File: config.mk
export PLATFORM = sky130hd
export DESIGN_NAME = udp_ipv4_ethernet_frame_builder
export DESIGN_NICKNAME = d
export VERILOG_FILES = /design/src/hdl/udpfb_pkg.sv /design/src/hdl/udpfb_front.sv /design/src/hdl/udpfb_queue.sv /design/src/hdl/udpfb_back.sv /design/src/hdl/udp_ipv4_ethernet_frame_builder.sv
export SDC_FILE = /design/constraint.sdc
export NUM_CORES = 1
export LEC_CHECK = 0
export ABC_CLOCK_PERIOD_IN_PS = 4900
export BUFFER_PORTS_ARGS = -buffer_cell sky130_fd_sc_hd__buf_2
export CORE_UTILIZATION = 40
export DETAILED_ROUTE_END_ITERATION = 6
export GPL_TIMING_DRIVEN = 0
export PLACE_DENSITY = 0.53
export SLEW_MARGIN = 20
export SYNTH_ARGS = -nofsm -noshare
export SYNTH_HDL_FRONTEND = slang
export SYNTH_HIERARCHICAL = 1
export SYNTH_SLANG_ARGS = --single-unit
export TNS_END_PERCENT = 1
File: constraint.sdc
create_clock -name clk -period 4.9 [get_ports clk]
set_input_delay 0.735 -clock clk [delete_from_list [all_inputs] [get_ports clk]]
set_output_delay 0.735 -clock clk [all_outputs]
set_load 0.03 [all_outputs]
File: src/hdl/udpfb_pkg.sv
// ----------------------------------------------------------------------------
// udpfb_pkg
// Shared types and constants for the UDP/IPv4/Ethernet transmit framer.
// ----------------------------------------------------------------------------
`default_nettype none

package udpfb_pkg;

  localparam int MAX_FRAME_DEF = 1518;
  localparam int HDR_LEN       = 42;
  localparam int QUEUE_DEPTH   = 4;

  localparam logic [5:0] HDR_LAST_IDX = 6'(HDR_LEN - 1);

  // Input command codes
  localparam logic CMD_START = 1'b0;
  localparam logic CMD_DATA  = 1'b1;

  // Register indexes (8-byte stride on the config port)
  localparam logic [2:0] REG_DEST_MAC    = 3'd0;
  localparam logic [2:0] REG_SOURCE_MAC  = 3'd1;
  localparam logic [2:0] REG_DEST_IP     = 3'd2;
  localparam logic [2:0] REG_SOURCE_IP   = 3'd3;
  localparam logic [2:0] REG_SOURCE_PORT = 3'd4;
  localparam logic [2:0] REG_DEST_PORT   = 3'd5;

  // Fixed header fields
  localparam logic [7:0]  ETH_TYPE_HI = 8'h08;
  localparam logic [7:0]  IP_VER_IHL  = 8'h45;
  localparam logic [7:0]  IP_TTL      = 8'd128;
  localparam logic [7:0]  IP_PROTO    = 8'd17;
  localparam logic [15:0] IP_LEN_BASE  = 16'd28;
  localparam logic [15:0] UDP_LEN_BASE = 16'd8;

  typedef enum logic [1:0] {
    KIND_DATA = 2'd0,
    KIND_HDR  = 2'd1,
    KIND_ERR  = 2'd2
  } kind_t;

  // One queued job: a body byte, a header burst or an error word
  typedef struct packed {
    kind_t        kind;
    logic [10:0]  len;
    logic [7:0]   data;
    logic         last;
    logic [15:0]  ident;
  } job_t;

  typedef struct packed {
    logic [47:0] dest_mac;
    logic [47:0] source_mac;
    logic [31:0] dest_ip;
    logic [31:0] source_ip;
    logic [15:0] source_port;
    logic [15:0] dest_port;
  } cfg_t;

endpackage

`default_nettype wire

File: src/hdl/udpfb_front.sv
// ----------------------------------------------------------------------------
// udpfb_front
// Accepts input words, tracks frame state and queues jobs for the back end.
// ----------------------------------------------------------------------------
`default_nettype none

module udpfb_front
  import udpfb_pkg::*;
#(
  parameter int MAX_FRAME = MAX_FRAME_DEF
) (
  input  wire logic        clk,
  input  wire logic        rst,
  input  wire logic        in_valid,
  output logic             in_ready,
  input  wire logic        command,
  input  wire logic [10:0] body_length,
  input  wire logic [7:0]  data_byte,
  input  wire logic        q_full,
  output logic             q_push,
  output job_t             q_job
);

  localparam int BODY_LIMIT = MAX_FRAME - HDR_LEN;

  // a frame is open exactly while body bytes remain
  logic [15:0] packet_ident, packet_ident_next;
  logic [10:0] bytes_remaining, bytes_remaining_next;
  logic        too_long;

  assign in_ready = !q_full;
  assign too_long = (32'(body_length) > 32'(BODY_LIMIT));

  always_comb begin
    q_push               = 1'b0;
    q_job.kind           = KIND_DATA;
    q_job.len            = body_length;
    q_job.data           = data_byte;
    q_job.last           = (bytes_remaining == 11'd1);
    q_job.ident          = packet_ident;
    packet_ident_next    = packet_ident;
    bytes_remaining_next = bytes_remaining;
    if (in_valid && in_ready) begin
      if (command == CMD_DATA) begin
        if (bytes_remaining != 11'd0) begin
          q_push               = 1'b1;
          bytes_remaining_next = bytes_remaining - 11'd1;
        end
      end else if (too_long) begin
        q_push               = 1'b1;
        q_job.kind           = KIND_ERR;
        bytes_remaining_next = 11'd0;
      end else begin
        q_push               = 1'b1;
        q_job.kind           = KIND_HDR;
        packet_ident_next    = packet_ident + 16'd1;
        bytes_remaining_next = body_length;
      end
    end
  end

  always_ff @(posedge clk) begin
    if (rst) begin
      packet_ident    <= 16'd0;
      bytes_remaining <= 11'd0;
    end else begin
      packet_ident    <= packet_ident_next;
      bytes_remaining <= bytes_remaining_next;
    end
  end

endmodule

`default_nettype wire

File: src/hdl/udpfb_queue.sv
// ----------------------------------------------------------------------------
// udpfb_queue
// Short register FIFO of jobs between the front and back ends.
// ----------------------------------------------------------------------------
`default_nettype none

module udpfb_queue
  import udpfb_pkg::*;
(
  input  wire logic clk,
  input  wire logic rst,
  input  wire logic push,
  input  job_t      push_job,
  output logic      full,
  input  wire logic pop,
  output logic      head_valid,
  output job_t      head_job
);

  localparam int PW = $clog2(QUEUE_DEPTH);
  localparam int CW = $clog2(QUEUE_DEPTH + 1);

  job_t          slots [QUEUE_DEPTH];
  logic [PW-1:0] wr_ptr, rd_ptr;
  logic [CW-1:0] count;

  assign full       = (count == CW'(QUEUE_DEPTH));
  assign head_valid = (count != '0);
  assign head_job   = slots[rd_ptr];

  always_ff @(posedge clk) begin
    if (push) begin
      slots[wr_ptr] <= push_job;
    end
  end

  always_ff @(posedge clk) begin
    if (rst) begin
      wr_ptr <= '0;
      rd_ptr <= '0;
      count  <= '0;
    end else begin
      if (push) begin
        wr_ptr <= (wr_ptr == PW'(QUEUE_DEPTH - 1)) ? '0 : wr_ptr + PW'(1);
      end
      if (pop) begin
        rd_ptr <= (rd_ptr == PW'(QUEUE_DEPTH - 1)) ? '0 : rd_ptr + PW'(1);
      end
      if (push && !pop) begin
        count <= count + CW'(1);
      end else if (pop && !push) begin
        count <= count - CW'(1);
      end
    end
  end

endmodule

`default_nettype wire

File: src/hdl/udpfb_back.sv
// ----------------------------------------------------------------------------
// udpfb_back
// Turns queued jobs into output words: header bursts, body bytes, errors.
// ----------------------------------------------------------------------------
`default_nettype none

module udpfb_back
  import udpfb_pkg::*;
(
  input  wire logic       clk,
  input  wire logic       rst,
  input  cfg_t            cfg,
  input  wire logic       head_valid,
  input  job_t            head_job,
  output logic            pop,
  output logic            out_valid,
  input  wire logic       out_ready,
  output logic [7:0]      frame_byte,
  output logic            last,
  output logic            error
);

  logic [5:0]  hdr_idx;
  logic [18:0] csum;      // running ones'-complement sum, folded at idx 8 and 9
  logic [15:0] ck;
  logic [15:0] ip_len, udp_len;
  logic [15:0] sum_word;
  logic [7:0]  hdr_byte;
  logic        load;
  logic        hdr_done;

  assign ip_len   = IP_LEN_BASE + 16'(head_job.len);
  assign udp_len  = UDP_LEN_BASE + 16'(head_job.len);
  assign ck       = ~csum[15:0];
  assign load     = head_valid && (!out_valid || out_ready);
  assign hdr_done = (hdr_idx == HDR_LAST_IDX);

  // checksum word fed in at each of the first eight header bytes
  always_comb begin
    unique case (hdr_idx[2:0])
      3'd0:    sum_word = {IP_VER_IHL, 8'h00};
      3'd1:    sum_word = ip_len;
      3'd2:    sum_word = head_job.ident;
      3'd3:    sum_word = {IP_TTL, IP_PROTO};
      3'd4:    sum_word = cfg.source_ip[31:16];
      3'd5:    sum_word = cfg.source_ip[15:0];
      3'd6:    sum_word = cfg.dest_ip[31:16];
      3'd7:    sum_word = cfg.dest_ip[15:0];
      default: sum_word = 16'h0000;
    endcase
  end

  always_comb begin
    unique case (hdr_idx)
      6'd0:    hdr_byte = cfg.dest_mac[47:40];
      6'd1:    hdr_byte = cfg.dest_mac[39:32];
      6'd2:    hdr_byte = cfg.dest_mac[31:24];
      6'd3:    hdr_byte = cfg.dest_mac[23:16];
      6'd4:    hdr_byte = cfg.dest_mac[15:8];
      6'd5:    hdr_byte = cfg.dest_mac[7:0];
      6'd6:    hdr_byte = cfg.source_mac[47:40];
      6'd7:    hdr_byte = cfg.source_mac[39:32];
      6'd8:    hdr_byte = cfg.source_mac[31:24];
      6'd9:    hdr_byte = cfg.source_mac[23:16];
      6'd10:   hdr_byte = cfg.source_mac[15:8];
      6'd11:   hdr_byte = cfg.source_mac[7:0];
      6'd12:   hdr_byte = ETH_TYPE_HI;
      6'd14:   hdr_byte = IP_VER_IHL;
      6'd16:   hdr_byte = ip_len[15:8];
      6'd17:   hdr_byte = ip_len[7:0];
      6'd18:   hdr_byte = head_job.ident[15:8];
      6'd19:   hdr_byte = head_job.ident[7:0];
      6'd22:   hdr_byte = IP_TTL;
      6'd23:   hdr_byte = IP_PROTO;
      6'd24:   hdr_byte = ck[15:8];
      6'd25:   hdr_byte = ck[7:0];
      6'd26:   hdr_byte = cfg.source_ip[31:24];
      6'd27:   hdr_byte = cfg.source_ip[23:16];
      6'd28:   hdr_byte = cfg.source_ip[15:8];
      6'd29:   hdr_byte = cfg.source_ip[7:0];
      6'd30:   hdr_byte = cfg.dest_ip[31:24];
      6'd31:   hdr_byte = cfg.dest_ip[23:16];
      6'd32:   hdr_byte = cfg.dest_ip[15:8];
      6'd33:   hdr_byte = cfg.dest_ip[7:0];
      6'd34:   hdr_byte = cfg.source_port[15:8];
      6'd35:   hdr_byte = cfg.source_port[7:0];
      6'd36:   hdr_byte = cfg.dest_port[15:8];
      6'd37:   hdr_byte = cfg.dest_port[7:0];
      6'd38:   hdr_byte = udp_len[15:8];
      6'd39:   hdr_byte = udp_len[7:0];
      default: hdr_byte = 8'h00;   // zero fields: type low, TOS, flags, UDP csum
    endcase
  end

  always_comb begin
    pop = 1'b0;
    if (load) begin
      unique case (head_job.kind)
        KIND_HDR: pop = hdr_done;
        default:  pop = 1'b1;
      endcase
    end
  end

  always_ff @(posedge clk) begin
    if (load) begin
      unique case (head_job.kind)
        KIND_DATA: begin
          frame_byte <= head_job.data;
          last       <= head_job.last;
          error      <= 1'b0;
        end
        KIND_HDR: begin
          frame_byte <= hdr_byte;
          last       <= hdr_done && (head_job.len == 11'd0);
          error      <= 1'b0;
        end
        default: begin
          frame_byte <= 8'h00;
          last       <= 1'b0;
          error      <= 1'b1;
        end
      endcase
    end
    if (load && head_job.kind == KIND_HDR) begin
      if (hdr_idx == 6'd0) begin
        csum <= 19'(sum_word);
      end else if (hdr_idx < 6'd8) begin
        csum <= csum + 19'(sum_word);
      end else if (hdr_idx < 6'd10) begin
        csum <= 19'(csum[15:0]) + 19'(csum[18:16]);
      end
    end
  end

  always_ff @(posedge clk) begin
    if (rst) begin
      out_valid <= 1'b0;
      hdr_idx   <= 6'd0;
    end else begin
      if (load) begin
        out_valid <= 1'b1;
      end else if (out_ready) begin
        out_valid <= 1'b0;
      end
      if (load && head_job.kind == KIND_HDR) begin
        hdr_idx <= hdr_done ? 6'd0 : hdr_idx + 6'd1;
      end
    end
  end

endmodule

`default_nettype wire

File: src/hdl/udp_ipv4_ethernet_frame_builder.sv
// ----------------------------------------------------------------------------
// udp_ipv4_ethernet_frame_builder
// Transmit framer: builds Ethernet/IPv4/UDP headers and streams the body.
// ----------------------------------------------------------------------------
//
//  channel   signals                                  dir  notes
//  -------   ---------------------------------------  ---  --------------------
//  in        in_valid/in_ready, command, body_length,  in   start or body byte
//            data_byte
//  out       out_valid/out_ready, frame_byte, last,    out  one frame byte/word
//            error
//  config    psel/penable/pwrite/paddr/pwdata/prdata   in   64-bit regs, 8-byte
//            /pready                                         stride
//
//  Body bytes pass at one word per cycle while the output is not stalled; an
//  accepted word is written into a queue slot, then into the output register.
//  A start word produces a 42-byte header burst from the back end; an
//  oversized length gives one error word.
//  Synchronous active-high reset clears frame state, identification and
//  config registers.
//  A four-entry job queue lets the front keep accepting while the output
//  stalls; in_ready drops only when the queue is full.
// ----------------------------------------------------------------------------
`default_nettype none

module udp_ipv4_ethernet_frame_builder
  import udpfb_pkg::*;
#(
  parameter int MAX_FRAME = MAX_FRAME_DEF
) (
  input  wire logic        clk,
  input  wire logic        rst,
  // input channel
  input  wire logic        in_valid,
  output logic             in_ready,
  input  wire logic        command,
  input  wire logic [10:0] body_length,
  input  wire logic [7:0]  data_byte,
  // output channel
  output logic             out_valid,
  input  wire logic        out_ready,
  output logic [7:0]       frame_byte,
  output logic             last,
  output logic             error,
  // config port
  input  wire logic        psel,
  input  wire logic        penable,
  input  wire logic        pwrite,
  input  wire logic [5:0]  paddr,
  input  wire logic [63:0] pwdata,
  output logic [63:0]      prdata,
  output logic             pready
);

  cfg_t       cfg;
  logic [2:0] reg_idx;
  logic       cfg_wr;

  logic q_full, q_push, q_pop, q_head_valid;
  job_t q_job, q_head;

  // --------------------------------------------------------------------------
  // Config registers; the user, not the block, ensures they are only written while the datapath is idle
  // --------------------------------------------------------------------------
  assign pready  = 1'b1;
  assign reg_idx = paddr[5:3];
  assign cfg_wr  = psel && penable && pwrite && pready;

  always_ff @(posedge clk) begin
    if (rst) begin
      cfg <= '0;
    end else if (cfg_wr) begin
      unique case (reg_idx)
        REG_DEST_MAC:    cfg.dest_mac    <= pwdata[47:0];
        REG_SOURCE_MAC:  cfg.source_mac  <= pwdata[47:0];
        REG_DEST_IP:     cfg.dest_ip     <= pwdata[31:0];
        REG_SOURCE_IP:   cfg.source_ip   <= pwdata[31:0];
        REG_SOURCE_PORT: cfg.source_port <= pwdata[15:0];
        REG_DEST_PORT:   cfg.dest_port   <= pwdata[15:0];
        default: ;       // unmapped: write ignored
      endcase
    end
  end

  always_comb begin
    unique case (reg_idx)
      REG_DEST_MAC:    prdata = {16'h0000, cfg.dest_mac};
      REG_SOURCE_MAC:  prdata = {16'h0000, cfg.source_mac};
      REG_DEST_IP:     prdata = {32'h0, cfg.dest_ip};
      REG_SOURCE_IP:   prdata = {32'h0, cfg.source_ip};
      REG_SOURCE_PORT: prdata = {48'h0, cfg.source_port};
      REG_DEST_PORT:   prdata = {48'h0, cfg.dest_port};
      default:         prdata = 64'h0;
    endcase
  end

  // --------------------------------------------------------------------------
  // Front end: classify words, keep ident and remaining byte count
  // --------------------------------------------------------------------------
  udpfb_front #(
    .MAX_FRAME (MAX_FRAME)
  ) u_front (
    .clk         (clk),
    .rst         (rst),
    .in_valid    (in_valid),
    .in_ready    (in_ready),
    .command     (command),
    .body_length (body_length),
    .data_byte   (data_byte),
    .q_full      (q_full),
    .q_push      (q_push),
    .q_job       (q_job)
  );

  // --------------------------------------------------------------------------
  // Job queue
  // --------------------------------------------------------------------------
  udpfb_queue u_queue (
    .clk        (clk),
    .rst        (rst),
    .push       (q_push),
    .push_job   (q_job),
    .full       (q_full),
    .pop        (q_pop),
    .head_valid (q_head_valid),
    .head_job   (q_head)
  );

  // --------------------------------------------------------------------------
  // Back end: header sequencer, checksum and output register
  // --------------------------------------------------------------------------
  udpfb_back u_back (
    .clk        (clk),
    .rst        (rst),
    .cfg        (cfg),
    .head_valid (q_head_valid),
    .head_job   (q_head),
    .pop        (q_pop),
    .out_valid  (out_valid),
    .out_ready  (out_ready),
    .frame_byte (frame_byte),
    .last       (last),
    .error      (error)
  );

endmodule

`default_nettype wire
; Word-level counts from Yosys, hierarchy flattened
; Memory sizes are Yosys's and may differ from the RTL's. A register that Yosys moved wholly into a read port is not among the register bits.
; Index checks and enable logic that the tools add are counted.
[op_classes]
add_sub_neg = 11
n_lt_le_gt_ge = 3
eq_ne = 54
muxes = 31
n_bitwise = 3
n_reduce_logical = 33
[ops]
columns = operator, count
row1 = case mux 48 bit (6 select lines), 1
row2 = case mux 8 bit (36 select lines), 1
row3 = case mux 16 bit (8 select lines), 1
row4 = == test 6 x 5 -> 1 bit (second input constant), 14
row5 = == test 6 bit (second input constant), 9
row6 = two-way mux 19 bit, 2
row7 = == test 6 x 4 -> 1 bit (second input constant), 6
row8 = two-way mux 11 bit, 3
row9 = == test 6 x 3 -> 1 bit (second input constant), 4
row10 = == test 3 bit (second input constant), 7
row11 = adder 19 x 16 -> 19 bit, 1
row12 = adder 16 x 3 -> 17 bit, 1
row13 = adder 16 x 1 -> 16 bit (second input constant), 1
row14 = two-way mux 16 bit, 1
row15 = inverter 16 bit, 1
row16 = case mux 8 bit (2 select lines), 1
row17 = AND reduction 2 bit, 8
row18 = two-way mux 2 bit, 7
row19 = adder 4 x 11 -> 12 bit (first input constant), 1
row20 = adder 5 x 11 -> 12 bit (first input constant), 1
row21 = == test 3 x 2 -> 1 bit (second input constant), 4
row22 = == test 6 x 2 -> 1 bit (second input constant), 2
row23 = less-than comparator 6 x 4 -> 1 bit (second input constant), 2
row24 = == test 11 x 1 -> 1 bit (second input constant), 1
row25 = other kinds (28), 55
[word_totals]
regBits = 262
mem_bits_rw = 152
out_inout_bits = 77
elab_cells = 154
memories = 1
[memory_table]
columns = name, words, width, rd, rd_clocked_by_memory_dff, wr, line_no
row1 = u_queue.slots, 4, 38, 1, 1, 1, udpfb_queue.sv:23  ; job_t slots [QUEUE_DEPTH];

; Depth between registers and ports, before layout
; Gate-level depths: netlist of run 1.
[logic_depth]
ltp_word = 8
depth_mapped = 17
depth_no_buf = 15

; By module
; The synthesis of run 1 kept the hierarchy.
[modules_own_cells]
columns = module, n_inst, cells_per_inst, area_per_inst_um2, seq_area_each_um2
row1 = udp_ipv4_ethernet_frame_builder, 1, 876, 9281.4, 3843.7
row2 = udpfb_back, 1, 827, 6132.1, 1011.0
row3 = udpfb_queue, 1, 242, 5939.4, 4744.6
row4 = udpfb_front, 1, 210, 1828.0, 540.5

; Worst setup path after synthesis of run 1
; Ideal clock, no wire load.
[synth_path]
path_kind = register to register
startpoint = reg with a tool-made name
endpoint = reg u_back.csum[18] (data pin)
setup_time_ps = 267
arrival_ps = 3879
setup_slack_ps = 754
stages_incl_launch_ff = 18
n_path_buf = 2
cell_sequence = dfxtp_1 -> buf_6 -> buf_12 -> mux4_2 -> inv_1 -> ha_1 -> a21boi_0 -> nor3_1 -> xor2_1 -> a21oi_1 -> nor2_1 -> ha_1 -> and2_1 -> nor3b_1 -> a21bo_2 -> a211oi_1 -> o311ai_1 -> mux2i_1
[synth_rtl]
columns = element, line_no
row1 = to (signal assigned), udpfb_back.sv:127  ; csum <= 19'(sum_word);
row2 = to (signal assigned), udpfb_back.sv:129  ; csum <= csum + 19'(sum_word);
row3 = to (signal assigned), udpfb_back.sv:131  ; csum <= 19'(csum[15:0]) + 19'(csum[18:16]);
row4 = to (decl), udpfb_back.sv:24  ; logic [18:0] csum;

; Worst setup path in the final report of run 1
[layout_path]
startpoint = reg u_back.hdr_idx[1]
endpoint = reg u_back.csum[18] (data pin)
[layout_between]
elab_chain_len = 4
elab_cells_between_ends = 13
[layout_rtl]
columns = element, line_no
row1 = from (decl), udpfb_back.sv:23  ; logic [5:0] hdr_idx;
row2 = from (signal assigned), udpfb_back.sv:147  ; hdr_idx <= hdr_done ? 6'd0 : hdr_idx + 6'd1;
row3 = "== test 3 bit, or another cell as far along", udpfb_back.sv:40  ; unique case (hdr_idx[2:0])
row4 = case mux 16 bit (8 select lines), udpfb_back.sv:40
row5 = adder 19 x 16 -> 19 bit, udpfb_back.sv:129
row6 = two-way mux 19 bit, udpfb_back.sv:128  ; end else if (hdr_idx < 6'd8) begin
; Parallel ways exist; a longest one is shown, timed or not.
; A chain may end at the register's enable or synchronous reset.

==> results of run 1 <==
==> layout make-up <==
class                      instances  area share, %
buffer                           193           4.24
sequential                       416           38.2
clock buffer                      69           5.01
clock inverter                    18          0.976
inverter                          31          0.438
multi-input combinational       1527           45.1
antenna                            1        0.00943
timing repair buffer             127           2.45
tap                              756           3.56
==> sequential cells by signal (all words and copies together) (netlist names), named ones only <==
signal / count
u_back/error: 1
u_back/csum: 19
u_queue/rd_ptr: 2
u_back/frame_byte: 8
u_front/bytes_remaining: 11
u_front/packet_ident: 16
u_back/out_valid: 1
u_queue/count: 3
u_queue/wr_ptr: 2
cfg: 192
u_back/hdr_idx: 6
u_queue/slots: 152
u_back/last: 1
==> worst paths after layout <==
path                          end  cells past startpoint  slack [ns]              start
max reg2reg       u_back/csum[18]                     15        0.14  u_back/hdr_idx[1]
min reg2reg              cfg[158]                      2        0.50           cfg[158]
min          u_queue/slots[1][23]                      1        0.32       data_byte[6]
max               u_back/csum[18]                     15        0.14  u_back/hdr_idx[1]
==> power by group through the flow <==
stage	Clock (W)	Sequential, W	Combinational [W]
floorplan	0	0.00425	0.00179
global placement	0	0.00427	0.00287
detailed placement	0	0.00427	0.00290
CTS	0.00370	0.00420	0.00293
global route	0.00383	0.00422	0.00315
finish	0.00364	0.00420	0.00298
==> worst max-delay path, delay by kind of cell, from the launching register on <==
family | cells | cell delay, ns
simple gates | 1 | 0.09
fa+ha+maj | 2 | 0.57
buf+inv | 3 | 1.18
flops | 1 | 0.46
compound gates | 8 | 2.06
mux | 1 | 0.12
==> logic make-up after synthesis <==
logic type | Yosys count | share of synthesized area, %
AOI/OAI and AO/OA | 382 | 12.5
DFF | 416 | 43.7
adders and majority gates | 42 | 2.36
xor gates and xnor gates | 48 | 1.81
buffers and inverters | 227 | 5.31
other | 2 | 0.0324
and+or+nand+nor | 724 | 17.6
muxes | 314 | 16.7
==> stage by stage <==
| stage | setup WS [ns] | total power, W | instances |
|---|---|---|---|
| after floorplan | 0.754 | 0.00604 | 2170 |
| after global placement | -0.825 | 0.00714 | 3052 |
| after detailed placement | -0.756 | 0.00718 | 3053 |
| after CTS | 0.000568 | 0.0108 | 3140 |
| after global routing | 0.000405 | 0.0112 | 3137 |
| final | 0.135 | 0.0108 | 3138 |
==> cells in the mapped netlist (all sizes together), types with 9 or more instances <==
cell,instances
a221oi,21
nand2b,251
dfxtp,235
a32oi,19
nand3,87
mux2,37
a211oi,14
edfxtp,181
nand2,101
xnor2,32
a21oi,64
o2111ai,10
a2111oi,15
nand4,24
xor2,16
and3,11
buf,113
a22oi,46
a22o,21
nor4,15
a222oi,17
a21o,20
o22ai,9
mux4,54
nor2b,23
mux2i,223
inv,31
ha,39
and2,45
clkbuf,83
nor3,22
nor2,96
a31oi,15
o21ai,51
==> per-layer routing <==
metal / vias up / global-route usage [%] / share of wire [%]
met2: 981 / 50.5 / 42
met5: - / 0 / 0.048
met3: 226 / 6.66 / 8.3
met4: 8 / 13.9 / 4.6
li1: 8360 / - / -
met1: 9845 / 49.6 / 45
==> impl_metrics.yaml, run 1 <==
floorplan:
  start_util_pct: 40.8
  io_pins: 174
  die_area_um2: 58900
  die_y_um: 243
  coreArea_um2: 56800
  rows: 87
  die_w_um: 243
status:
  violations: "design-rule violations"
  status: "finished, violations left"
layout:
  multi_input_area_um2: 12000
  utilization_pct: 46.7
  finish.instance_area_um2: 26500
  layout_common_cells: "251 x nand2b_1, 235 x dfxtp_1, 223 x mux2i_1"
  seqCellArea_um2: 10100
  layout.nets: 2482
  layout_commonest_cell: "nand2b_1"
  area_growth_syn_to_layout_pct: 14.5
  final_layout_size_suffix_gt1_share_pct: 19.6
  fill_cells: 5499
routing:
  drc: 1
  avgRoutedWirePerCell_um: 32.9
  first_pass_iters: 7
  wl_um: 103000
  routed_via_density: 6.19
  ant_nets: 0
  first_iter_violations: 2204
  dr_total_vias: 19420
power_and_ir_drop:
  p_per_area_nw_per_um2: 408
  p_int_w: 0.00710
  p_clk_share_pct: 33.6
  p_seq_share_pct: 38.8
  netSwitchingPower_w: 0.00373
  p_sw_share_pct: 34.4
  power_frac_comb_pct: 27.5
  peakVddDrop_v: 0.000436
  p_leak_nw: 10.4
clocking:
  cts_buffers: 47
  ctsHoldBuffers: 0
  clockBufferDepth: 3
  cts-root-buf: "clkbuf_16"
  cts_sinks: 416
  post_cts_buffers: 0
  cts_resized: 16
  cts_tree: "done"
  clock_latency_ns: 0.61
  path_clk_slew_ns: 0.06
  htree_levels: 2
global_route:
  gr-total-overflow: 0
  grt_pass1_vias: 18640
  grt_pass1_wl_um: 145000
  grt_usage_pct: 34.5
  antenna_found_initial: 11
  grt_max_degree: 39
worst_setup_path:
  required_ns: 5.24
  critPathLaunchType: "flip-flop"
  worstPathArrival_ns: 5.10
  critPathKind: "reg -> reg"
  crit_chain: "ha_1, clkbuf_2, buf_1, a22oi_1, a21oi_1, a221oi_1, a21oi_1, ha_1, clkbuf_1, a21o_1, a21o_1, nand3_1, a21oi_1, o311ai_1, mux2i_1"
  critPathMaxFanout: 10
  end_kind: "flip-flop"
  slowest_delay_ns: 0.64
  slowest_stage: "buf_1"
  path_common_cell: "a21oi_1"
synthesis:
  async_flop_share_pct: 0
  synthTopCellsByArea: "edfxtp_1 23%, dfxtp_1 20%, mux2i_1 9.6%"
  synth_cells: 2155
  yosysTopAreaCellShare_pct: 23.4
  syn-cell-area_um2: 23200
  synth_cell_types: 93
  ys_ff_latch: 416
  seq_area_frac_synth_pct: 43.7
  synth_warnings: 6
  synth_edf_count: 181
  syn_area_per_cell_um2: 10.8
  synth_flop_cell: "dfxtp_1"
  synth_largest_area_cell: "edfxtp_1"
sta:
  finalCritPeriodShare_pct: 97.2
  setup_tns_ns: 0
  rsz0062_at_grt: "true"
  whs_ns: 0.319
  slew_violations: 0
  layout_min_cycle_time_ns: 4.76
  max_freq_ghz: 0.210
  slew_headroom_pct: 32.0
  setup_viol: 0
  worst_clock_skew_ns: 0.0213
  tightest_slew_ns: 1.02
  finalHoldViolCount: 0
place:
  io_buffers: 126
  detailed_place_hpwl_um: 80600
  dpl-instance-area_um2: 24900
  gp_congestion: 1.06
run:
  drv_cap: 0
worst_hold_path:
  hp-class: "in -> reg"
Note: power is estimated with default switching activity, not from simulation.
==> run 2: changes to the inputs <==
--- a/config.mk
+++ b/config.mk
@@ -7,6 +7,7 @@
 export LEC_CHECK = 0
 export ABC_CLOCK_PERIOD_IN_PS = 4900
 export BUFFER_PORTS_ARGS = -buffer_cell sky130_fd_sc_hd__buf_2
+export CORE_ASPECT_RATIO = 1.5
 export CORE_UTILIZATION = 40
 export DETAILED_ROUTE_END_ITERATION = 6
 export GPL_TIMING_DRIVEN = 0
==> run 2 against run 1 <==
The run now ends clean; sequential share of layout area up 0.19 points; via count fell by 1.5%; combinational power grew 3%; setup slack worse by 0.073 ns; die area barely moved; cell count increased by 0.19%; power down 2.7%; fmax shrank 1.5%; clock skew shrank 0.0031 ns; non-clock buffer count up 6; sequential power about the same; clock power is 9.9% lower; critical endpoint unchanged.
==> impl_metrics.yaml, run 2 (synthesis results as in run 1) <==
status:
  status: "completed"
global_route:
  grt_usage_pct: 36.2
  grt_pass1_vias: 19178
  gr-total-overflow: 0
  antenna_found_initial: 4
  grt_pass1_wl_um: 148000
  grt_max_degree: 39
layout:
  final_layout_size_suffix_gt1_share_pct: 19.3
  reg.largest.list: "cfg x192, u_queue/slots x152, u_back/csum x19"
  fill_cells: 5475
  layout.nets: 2484
  largest_reg_flops: 192
  area_growth_syn_to_layout_pct: 13.9
  layout_common_cells: "251 x nand2b_1, 235 x dfxtp_1, 223 x mux2i_1"
  regMostFlops: "cfg"
  utilization_pct: 46.3
  layout_commonest_cell: "nand2b_1"
sta:
  slew_violations: 0
  finalHoldViolCount: 0
  slew_headroom_pct: 19.8
  worst_clock_skew_ns: 0.0182
  rsz0062_at_grt: "true"
  whs_ns: 0.334
  finalCritPeriodShare_pct: 98.7
  max_freq_ghz: 0.207
  tightest_slew_ns: 1.20
  layout_min_cycle_time_ns: 4.84
  setup_viol: 0
  setup_tns_ns: 0
floorplan:
  coreArea_um2: 57000
  io_pins: 174
  rows: 107
  die_area_um2: 58900
  die_w_um: 199
  start_util_pct: 40.6
  die_y_um: 297
worst_setup_path:
  slowest_delay_ns: 0.47
  required_ns: 5.23
  path_delay_family: "compound AO/OA/AOI/OAI gates"
  end_kind: "flip-flop"
  slowest_stage: "a222oi_1"
  crit_chain: "inv_1, ha_1, buf_2, clkbuf_2, clkbuf_2, a22o_1, a222oi_1, a31oi_1, ha_1, clkbuf_1, o2111ai_1, a21bo_2, a211oi_2, o311ai_1, mux2i_1"
  critPathKind: "reg -> reg"
  worstPathArrival_ns: 5.17
  critPathMaxFanout: 10
  ff2ff_setup_slack_ns: 0.06
  crit_buf_inv: 5
  critPathLaunchType: "flip-flop"
clocking:
  clock_latency_ns: 0.61
  cts_buffers: 43
  cts_tree: "done"
  clockBufferDepth: 3
  cts-root-buf: "clkbuf_16"
  htree_levels: 2
  path_clk_slew_ns: 0.06
  cts_sinks: 416
power_and_ir_drop:
  p_per_area_nw_per_um2: 399
  peakVddDrop_v: 0.000326
  p_leak_nw: 10.3
  p_total_w: 0.0105
run:
  drv_cap: 0
place:
  gp_congestion: 1.08
  io_buffers: 126
  detailed_place_hpwl_um: 84000
routing:
  dr_total_vias: 19131
  first_pass_iters: 7
  routed_via_density: 6.08
  drc: 0
  avgRoutedWirePerCell_um: 34.0
  ant_nets: 0
  wl_um: 107000
  first_iter_violations: 1847
worst_hold_path:
  hp-class: "in -> reg"
## run 2: final cells by class
| type | count | area, um^2 | area share (%) |
|---|---|---|---|
| antenna | 3 | 7.51 | 0.0284 |
| buffer | 196 | 1150 | 4.34 |
| clock buffer | 60 | 1180 | 4.47 |
| clock inverter | 18 | 195 | 0.739 |
| inverter | 31 | 116 | 0.441 |
| multi-input combinational | 1527 | 12000 | 45.3 |
| sequential | 416 | 10100 | 38.4 |
| tap | 763 | 955 | 3.61 |
| timing repair buffer | 130 | 701 | 2.65 |
## run 2: path summary, 6_finish.rpt
path / startpoint / end / cells past startpoint
max: u_back/hdr_idx[1] / u_back/csum[18] / 15
min: data_byte[3] / u_queue/slots[1][20] / 1
max reg2reg: u_back/hdr_idx[1] / u_back/csum[18] / 15
min reg2reg: cfg[135] / cfg[135] / 2
## run 2: per-layer routing
| metal | part of all wire (%) | vias up | GRT usage, % | routed length [um] |
|---|---|---|---|---|
| met2 | 48 | 877 | 60.5 | 51800 |
| li1 | - | 8364 | - | - |
| met4 | 10 | 2 | 31.3 | 10900 |
| met3 | 5.9 | 318 | 6.17 | 6350 |
| met5 | 0.011 | - | 0 | 12 |
| met1 | 35 | 9570 | 39.4 | 37900 |
## run 2: power by group
part | switching (W) | internal, W
logic | 0.00203 | 0.00103
registers | 0.000227 | 0.00397
clock network | 0.00147 | 0.00181
total | 0.00373 | 0.00681
## run 2: what timing repair did
item / in CTS / in global routing
hold buffers: 0 / 0
setup endpoints to repair: 15 / 5
gates resized for setup: 26 / 8
setup buffers: 1 / 0
## run 2: through the flow
stage / setup WS (ns) / std cells / instance area (um^2)
3_5_place_dp: -0.861 / 3062 / 24900
2_1_floorplan: 0.754 / 2170 / 23200
6_report: 0.0619 / 3144 / 26400
5_1_grt: -0.0425 / 3141 / 26400
4_1_cts: 0.0355 / 3141 / 26400
3_3_place_gp: -0.840 / 3059 / 24800
